## config.mk

```make
export PLATFORM = sky130hd
export DESIGN_NAME = epoch_seconds_to_calendar
export DESIGN_NICKNAME = d
export VERILOG_FILES = /design/src/sv/ecal_pkg.sv /design/src/sv/ecal_cdiv.sv /design/src/sv/epoch_seconds_to_calendar.sv
export SDC_FILE = /design/constraint.sdc
export NUM_CORES = 2
export LEC_CHECK = 0
export BUFFER_PORTS_ARGS = -buffer_cell sky130_fd_sc_hd__buf_2
export CORE_MARGIN = 2
export CORE_UTILIZATION = 55
export DETAILED_ROUTE_END_ITERATION = 10
export PLACE_DENSITY_LB_ADDON = 0.2
export SYNTH_ARGS = -nofsm -noshare
export SYNTH_HDL_FRONTEND = slang
export SYNTH_SLANG_ARGS = --single-unit
```

## constraint.sdc

```tcl
create_clock -name clk -period 12.55 [get_ports clk]
set_clock_uncertainty 0.2 [all_clocks]
set_input_delay 2.51 -clock clk [delete_from_list [all_inputs] [get_ports clk]]
set_output_delay 2.51 -clock clk [all_outputs]
set_load 0.1 [all_outputs]
```

## src/sv/ecal_pkg.sv

```systemverilog
`default_nettype none

package ecal_pkg;

  // datapath widths
  localparam int XW  = 26;          // divider operand
  localparam int MW  = 27;          // reciprocal constant
  localparam int PW  = XW + MW;     // reciprocal product
  localparam int QW  = 17;          // quotient
  localparam int RW  = 12;          // remainder, divisors
  localparam int QDW = QW + RW;     // quotient times divisor

  // divider passes, also the divisor select
  localparam logic [1:0] PASS_DAY  = 2'd0;
  localparam logic [1:0] PASS_HOUR = 2'd1;
  localparam logic [1:0] PASS_MIN  = 2'd2;
  localparam logic [1:0] PASS_YEAR = 2'd3;

  // reciprocal shift per pass
  localparam int SH_DAY  = 36;
  localparam int SH_HOUR = 29;
  localparam int SH_MIN  = 18;
  localparam int SH_YEAR = 26;

  // floor(2^shift / divisor); the estimate is low by at most one
  localparam logic [MW-1:0] RECIP [4] = '{
    27'd101806632, 27'd149130, 27'd4369, 27'd45933
  };
  localparam logic [RW-1:0] DIVISOR [4] = '{
    12'd675, 12'd3600, 12'd60, 12'd1461
  };

  // input offset: makes the count non-negative and aligned to whole days
  localparam logic [32:0] SEC_BIAS  = 33'd74752;
  // days from 1901-01-01 to the first biased day
  localparam logic [15:0] DAYS_BIAS = 16'd346;
  localparam logic [10:0] BASE_YEAR = 11'd1901;

  // microcode operations
  localparam logic [2:0] OP_MUL   = 3'd0;
  localparam logic [2:0] OP_QD    = 3'd1;
  localparam logic [2:0] OP_SUB   = 3'd2;
  localparam logic [2:0] OP_NEXT  = 3'd3;
  localparam logic [2:0] OP_YEAR  = 3'd4;
  localparam logic [2:0] OP_MONTH = 3'd5;

  typedef struct packed {
    logic [2:0] op;
    logic       loop;     // jump to target while passes remain
    logic [2:0] target;
  } uword_t;

  localparam int USTEPS = 6;
  localparam int SW     = 3;

  localparam uword_t UCODE [USTEPS] = '{
    '{OP_MUL,   1'b0, 3'd0},
    '{OP_QD,    1'b0, 3'd0},
    '{OP_SUB,   1'b0, 3'd0},
    '{OP_NEXT,  1'b1, 3'd0},
    '{OP_YEAR,  1'b0, 3'd0},
    '{OP_MONTH, 1'b0, 3'd0}
  };

  // controls from the sequencer to the divider
  typedef struct packed {
    logic       mul_en;
    logic       qd_en;
    logic       sub_en;
    logic [1:0] sel;
  } div_ctl_t;

  // first day of each month, common and leap years
  localparam logic [8:0] CUM [2][12] = '{
    '{9'd0, 9'd31, 9'd59, 9'd90, 9'd120, 9'd151,
      9'd181, 9'd212, 9'd243, 9'd273, 9'd304, 9'd334},
    '{9'd0, 9'd31, 9'd60, 9'd91, 9'd121, 9'd152,
      9'd182, 9'd213, 9'd244, 9'd274, 9'd305, 9'd335}
  };

endpackage

`default_nettype wire

```

## src/sv/ecal_cdiv.sv

```systemverilog
`default_nettype none

module ecal_cdiv (
  input  wire logic                    clk,
  input  wire logic [ecal_pkg::XW-1:0] x,
  input  var  ecal_pkg::div_ctl_t      ctl,
  output logic [ecal_pkg::QW-1:0]      q,
  output logic [ecal_pkg::RW-1:0]      r
);

  logic [ecal_pkg::PW-1:0]  prod;
  logic [ecal_pkg::QW-1:0]  q_est;
  logic [ecal_pkg::QW-1:0]  q_raw;
  logic [ecal_pkg::XW-1:0]  qd;
  logic [ecal_pkg::XW-1:0]  diff;
  logic [ecal_pkg::RW:0]    r_raw;
  logic [ecal_pkg::RW-1:0]  dsr;

  assign dsr = ecal_pkg::DIVISOR[ctl.sel];

  // quotient estimate from the reciprocal product
  always_comb begin
    case (ctl.sel)
      ecal_pkg::PASS_DAY:  q_est = prod[ecal_pkg::SH_DAY  +: ecal_pkg::QW];
      ecal_pkg::PASS_HOUR: q_est = prod[ecal_pkg::SH_HOUR +: ecal_pkg::QW];
      ecal_pkg::PASS_MIN:  q_est = prod[ecal_pkg::SH_MIN  +: ecal_pkg::QW];
      default:             q_est = prod[ecal_pkg::SH_YEAR +: ecal_pkg::QW];
    endcase
  end

  // remainder before the single correction, below twice the divisor
  assign diff  = x - qd;
  assign r_raw = diff[ecal_pkg::RW:0];

  // multiply, back-multiply, subtract and correct
  always_ff @(posedge clk) begin
    if (ctl.mul_en) begin
      prod <= {{ecal_pkg::MW{1'b0}}, x} * {{ecal_pkg::XW{1'b0}}, ecal_pkg::RECIP[ctl.sel]};
    end
    if (ctl.qd_en) begin
      q_raw <= q_est;
      qd    <= ecal_pkg::XW'({{ecal_pkg::RW{1'b0}}, q_est} * {{ecal_pkg::QW{1'b0}}, dsr});
    end
    if (ctl.sub_en) begin
      if (r_raw >= {1'b0, dsr}) begin
        r <= ecal_pkg::RW'(r_raw - {1'b0, dsr});
        q <= q_raw + ecal_pkg::QW'(1);
      end else begin
        r <= r_raw[ecal_pkg::RW-1:0];
        q <= q_raw;
      end
    end
  end

endmodule

`default_nettype wire

```

## src/sv/epoch_seconds_to_calendar.sv

```systemverilog
// channel   signals                                   handshake
// command   start, seconds_since_epoch, busy           beat taken when start & !busy
// result    done, year, month, day, hour, minute,      beat shown for one cycle on done,
//           second                                     never held off
//
// one item takes 19 cycles from the accepting edge to the done cycle, and a new
// beat may be taken in the done cycle itself, so one item per 19 cycles
// the figure is set by four constant divisions (675, 3600, 60, 1461) run through
// one shared reciprocal multiplier, four microcode steps each, plus two steps
// for the year and month
// rst (synchronous) idles the sequencer and drops busy and done
// results are valid only in the done cycle; the receiver cannot stall

`default_nettype none

module epoch_seconds_to_calendar (
  input  wire logic        clk,
  input  wire logic        rst,
  input  wire logic        start,
  input  wire logic [31:0] seconds_since_epoch,
  output logic             busy,
  output logic             done,
  output logic [10:0]      year,
  output logic [3:0]       month,
  output logic [4:0]       day,
  output logic [4:0]       hour,
  output logic [5:0]       minute,
  output logic [5:0]       second
);

  logic                       running;
  logic [ecal_pkg::SW-1:0]    step;
  logic [1:0]                 pass;
  logic [ecal_pkg::XW-1:0]    x;
  logic [6:0]                 lo7;
  logic [15:0]                days_ofs;
  logic [5:0]                 cyc;
  logic [10:0]                r_cyc;
  logic [8:0]                 doy;
  logic                       leap;

  ecal_pkg::uword_t           cw;
  ecal_pkg::div_ctl_t         dctl;
  logic [ecal_pkg::QW-1:0]    q;
  logic [ecal_pkg::RW-1:0]    r;
  logic [32:0]                biased;
  logic [1:0]                 yi;
  logic [10:0]                yi_days;
  logic [3:0]                 mi;
  logic                       accept;

  assign busy   = running;
  assign accept = start && !running;
  assign cw     = ecal_pkg::UCODE[step];
  assign biased = {1'b0, ~seconds_since_epoch[31], seconds_since_epoch[30:0]}
                  + ecal_pkg::SEC_BIAS;

  // divider controls from the current control word
  always_comb begin
    dctl.mul_en = running && (cw.op == ecal_pkg::OP_MUL);
    dctl.qd_en  = running && (cw.op == ecal_pkg::OP_QD);
    dctl.sub_en = running && (cw.op == ecal_pkg::OP_SUB);
    dctl.sel    = pass;
  end

  ecal_cdiv u_cdiv (
    .clk (clk),
    .x   (x),
    .ctl (dctl),
    .q   (q),
    .r   (r)
  );

  // year within the four-year cycle, the last year of each cycle is leap
  always_comb begin
    if (r_cyc >= 11'd1095) begin
      yi = 2'd3;
      yi_days = 11'd1095;
    end else if (r_cyc >= 11'd730) begin
      yi = 2'd2;
      yi_days = 11'd730;
    end else if (r_cyc >= 11'd365) begin
      yi = 2'd1;
      yi_days = 11'd365;
    end else begin
      yi = 2'd0;
      yi_days = 11'd0;
    end
  end

  // month: last table entry not past the day of year
  always_comb begin
    mi = 4'd0;
    for (int k = 1; k < 12; k++) begin
      if (doy >= ecal_pkg::CUM[leap][k]) begin
        mi = 4'(k);
      end
    end
  end

  // sequencer
  always_ff @(posedge clk) begin
    if (rst) begin
      running <= 1'b0;
      step    <= '0;
      pass    <= ecal_pkg::PASS_DAY;
      done    <= 1'b0;
    end else begin
      done <= 1'b0;
      if (accept) begin
        running <= 1'b1;
        step    <= '0;
        pass    <= ecal_pkg::PASS_DAY;
      end else if (running) begin
        if (cw.op == ecal_pkg::OP_MONTH) begin
          running <= 1'b0;
          step    <= '0;
          done    <= 1'b1;
        end else if (cw.loop && (pass != ecal_pkg::PASS_YEAR)) begin
          step <= cw.target;
        end else begin
          step <= step + ecal_pkg::SW'(1);
        end
        if (cw.op == ecal_pkg::OP_NEXT) begin
          pass <= pass + 2'd1;
        end
      end
    end
  end

  // datapath registers
  always_ff @(posedge clk) begin
    if (accept) begin
      x   <= biased[32:7];
      lo7 <= biased[6:0];
    end else if (running) begin
      unique case (cw.op) inside
        ecal_pkg::OP_NEXT: begin
          unique case (pass)
            ecal_pkg::PASS_DAY: begin
              days_ofs <= q[15:0];
              x        <= ecal_pkg::XW'({r[9:0], lo7});
            end
            ecal_pkg::PASS_HOUR: begin
              hour <= q[4:0];
              x    <= ecal_pkg::XW'(r);
            end
            ecal_pkg::PASS_MIN: begin
              minute <= q[5:0];
              second <= r[5:0];
              x      <= ecal_pkg::XW'(days_ofs + ecal_pkg::DAYS_BIAS);
            end
            ecal_pkg::PASS_YEAR: begin
              cyc   <= q[5:0];
              r_cyc <= r[10:0];
            end
          endcase
        end
        ecal_pkg::OP_YEAR: begin
          year <= ecal_pkg::BASE_YEAR + 11'({cyc, 2'b00}) + 11'(yi);
          doy  <= 9'(r_cyc - yi_days);
          leap <= (yi == 2'd3);
        end
        ecal_pkg::OP_MONTH: begin
          month <= mi + 4'd1;
          day   <= 5'(doy - ecal_pkg::CUM[leap][mi] + 9'd1);
        end
        ecal_pkg::OP_MUL, ecal_pkg::OP_QD, ecal_pkg::OP_SUB: begin
        end
        default: begin
        end
      endcase
    end
  end

  // the month step always ends in a result beat
  a_month_done: assert property (@(posedge clk) disable iff (rst)
    (running && (cw.op == ecal_pkg::OP_MONTH)) |=> done)
    else $error("month step without result beat");

  // an accepted beat keeps the block busy
  a_accept_busy: assert property (@(posedge clk) disable iff (rst)
    (start && !busy) |=> (busy && !done))
    else $error("accepted beat did not start the sequencer");

  // month, hour, minute and second in range and day at least one on every result beat
  a_fields: assert property (@(posedge clk) disable iff (rst)
    done |-> (month >= 4'd1 && month <= 4'd12 && day >= 5'd1 &&
              hour <= 5'd23 && minute <= 6'd59 && second <= 6'd59))
    else $error("result field out of range");

  // one result beat per item
  a_single: assert property (@(posedge clk) disable iff (rst)
    done |=> !done)
    else $error("result beat repeated");

endmodule

`default_nettype wire
```

==> flow_metrics.tcl <==
set metrics [dict create \
    status "completed" \
    cts_max_level 1 \
    internal-power_mw 4.215 \
    vias 20890 \
    cts-resized-gates 0 \
    die-area_sq_um 56210 \
    insertion_delay_ns 0.52 \
    ioPinCount 74 \
    finalCritPeriodShare 0.7378 \
    power.density_nw_per_um2 251.7 \
    die-height_um 237.1 \
    max_freq_mhz 108.0 \
    fillers 4646 \
    final_nets 3836 \
    drc 0 \
    finalSetupViolations 0 \
    required_ns 12.61 \
    syn_area_sq_um 29880 \
    vdd.ir_drop.worst_v 0.0003258 \
    clkSlewWorstSetupHoldPaths_ns 0.06 \
    grt_pass1_wl_um 124100 \
    synth.distinct_cells 77 \
    avgRoutedWirePerCell_um 21.62 \
    rsz0062_at_grt "false" \
    yosysWarnings 0 \
    syn_area_per_cell_sq_um 10.22 \
    cts_made_buffers 22 \
    synth-edff-count 204 \
    dr.pass1.iters 7 \
    dominantRegCellSynth "edfxtp_1" \
    grt_overflow 0 \
    slew_violations 0 \
    pwr-share-seq 0.158 \
    grt_pass1_vias 22130 \
    power_frac_comb 0.755 \
    root_buffer "clkbuf_16" \
    cts_tree "built" \
    ys_ff_latch 211 \
    cts.path.max_buffers 3 \
    gp_congestion 1.016 \
    power.share.clock 0.086 \
    worst_pin_slew_ns 1.126 \
    post_cts_buffers 0 \
    finalHoldViolCount 0 \
    core-area_sq_um 53810 \
    drt_iter0_markers 1949 \
    clkSinkCount 211 \
    worst_setup_path_end_kind "flop" \
    dp_hpwl_um 66680 \
    ant_nets 0 \
    relSlewSlack 0.2277 \
    p_leak_nw 15.95 \
    hold_path.class "flop to flop" \
    syn_inst 2923 \
    fin_crit_ns 9.260 \
    die_w_um 237.1 \
    maxCapViolCount 0 \
    wl_um 79770 \
    track_usage 0.2914 \
    drive_gt1_frac 0.05485 \
    holdBufCountCts 0 \
    synthArstFlopShare 0 \
    initial_utilization 0.5553 \
    syn_to_final_growth_pct 6.427 \
    rows 85 \
    crit_path_max_fanout 30 \
    yosysSeqAreaShare 0.2097 \
    grt_max_degree 46 \
    whs_ns 0.2121 \
    arrival_ns 9.32 \
    port_buffers 73 \
    crit_type "flop to flop" \
    antenna_found_initial 6 \
    p_switching_mw 3.788 \
    switching_share 0.4733 \
    viasPerCell 5.662 \
    tns_ns 0 \
    cp-start-kind "flop" \
    synth.net_count 3785 \
]
[metal layers]
metal,global-route usage,vias to the layer above,wire length (um)
met5,0,-,27
met4,0.09072,4,2802
met3,0.04733,174,6997
met2,0.4857,885,37540
met1,0.3927,10470,32410
li1,-,9355,-
[power groups by stage]
stage | clock, mW | combinational [mW] | sequential [mW]
2_1_floorplan | 0 | 4.66 | 1.22
3_3_place_gp | 0 | 5.89 | 1.28
3_5_place_dp | 0 | 6.03 | 1.27
4_1_cts | 0.701 | 6.07 | 1.26
5_1_grt | 0.730 | 6.84 | 1.27
6_report | 0.692 | 6.05 | 1.27
[worst max-delay path, stage by stage (launching register included)]
cell,delay [ns]
dfxtp_2,0.31
inv_1,0.66
ha_2,0.74
buf_4,0.51
nand2_1,0.22
fa_1,0.60
inv_1,0.07
fa_1,0.51
inv_1,0.06
fa_1,0.52
inv_1,0.05
fa_1,0.49
inv_1,0.05
fa_1,0.52
inv_1,0.07
fa_1,0.53
inv_1,0.05
fa_1,0.53
inv_1,0.04
ha_1,0.44
o21ai_0,0.30
a21oi_1,0.36
and2_1,0.24
a21oi_1,0.17
o21bai_1,0.41
a31oi_1,0.16
xnor2_1,0.16
[layout by cell type (no fill, tap or decap), types with 13 or more instances in the layout]
master / count
and3_1: 17
and2_1: 99
buf_4: 19
clkbuf_16: 22
nor3_1: 21
fa_1: 459
nor2b_1: 81
ha_1: 365
xnor2_1: 104
o21a_1: 13
nand2_1: 184
nor2_1: 74
a21o_1: 41
nand2b_1: 46
o21ai_0: 50
xor2_1: 35
a21oi_1: 75
nand4_1: 22
a222oi_1: 16
edfxtp_1: 204
mux2i_1: 19
nand3_1: 15
buf_2: 73
inv_1: 747
[final timing paths]
path	start	endpoint	slack, ns	cells past startpoint
worst min register to register	u_cdiv.q[11]	days_ofs[11]	0.21	0
worst min-delay path	u_cdiv.q[11]	days_ofs[11]	0.21	0
worst max-delay path	pass[1]	u_cdiv.prod[45]	3.29	26
worst max register to register	pass[1]	u_cdiv.prod[45]	3.29	26
[metrics by stage]
step / std cells / utilization / power [mW] / cell area, sq um / setup slack (ns)
floorplan: 2923 / - / 5.881 / 29880 / 4.293
global placement: 3646 / 0.5765 / 7.163 / 31020 / 3.612
detailed placement: 3646 / 0.5765 / 7.300 / 31020 / 3.427
CTS: 3686 / 0.5909 / 8.029 / 31800 / 3.412
global route: 3686 / 0.5909 / 8.841 / 31800 / 2.894
finish: 3689 / 0.5910 / 8.004 / 31800 / 3.290
[sequential cells by signal, indices dropped and copies added, names as in the netlist, 6 cells and up]
| name | cells |
|---|---|
| cyc | 6 |
| u_cdiv.q | 16 |
| u_cdiv.r | 12 |
| days_ofs | 16 |
| lo7 | 7 |
| x | 26 |
| u_cdiv.prod | 34 |
| u_cdiv.qd | 13 |
| year | 11 |
| r_cyc | 11 |
| minute | 6 |
| doy | 9 |
| second | 6 |
| u_cdiv.q_raw | 16 |
[cell usage after synthesis, types with 15 or more instances]
| master | instances | share of area |
|---|---|---|
| mux2i_1 | 19 | 0.0064 |
| nand2_1 | 184 | 0.023 |
| nor3_1 | 21 | 0.0035 |
| xor2_1 | 35 | 0.010 |
| nor2_1 | 77 | 0.0097 |
| clkbuf_1 | 53 | 0.0067 |
| xnor2_1 | 104 | 0.030 |
| nand2b_1 | 46 | 0.0096 |
| inv_1 | 747 | 0.094 |
| nand3_1 | 15 | 0.0025 |
| ha_1 | 368 | 0.15 |
| a21o_1 | 41 | 0.010 |
| and3_1 | 17 | 0.0036 |
| and2_1 | 99 | 0.021 |
| nor2b_1 | 81 | 0.017 |
| nand4_1 | 22 | 0.0046 |
| fa_1 | 459 | 0.31 |
| a222oi_1 | 16 | 0.0054 |
| edfxtp_1 | 204 | 0.20 |
| o21ai_0 | 50 | 0.0084 |
| a21oi_1 | 75 | 0.013 |
[kinds of logic (layout without fill, tap and decap cells)]
group,Yosys count,after routing,share of synthesized area
multiplexers,23,23,0.007997
XOR/XNOR,139,139,0.04074
other,0,3,0
buffers and inverters,812,879,0.1025
AO/OA/AOI/OAI,321,321,0.07658
AND/OR/NAND/NOR,590,590,0.1009
adder cells (fa/ha/maj),827,827,0.4616
flip-flops,211,211,0.2097
[cell type report]
| class | instances | area (sq um) | area share |
|---|---|---|---|
| flip-flops and latches | 211 | 6267 | 0.1971 |
| well taps | 696 | 870.8 | 0.02738 |
| clock buffers | 27 | 589.3 | 0.01853 |
| diodes | 3 | 7.507 | 0.0002360 |
| multi-input cells | 1900 | 20570 | 0.6469 |
| inverters | 747 | 2804 | 0.08816 |
| repair buffers | 92 | 508.0 | 0.01597 |
| clock inverters | 13 | 183.9 | 0.005783 |
(Power assumes the default switching activity.)
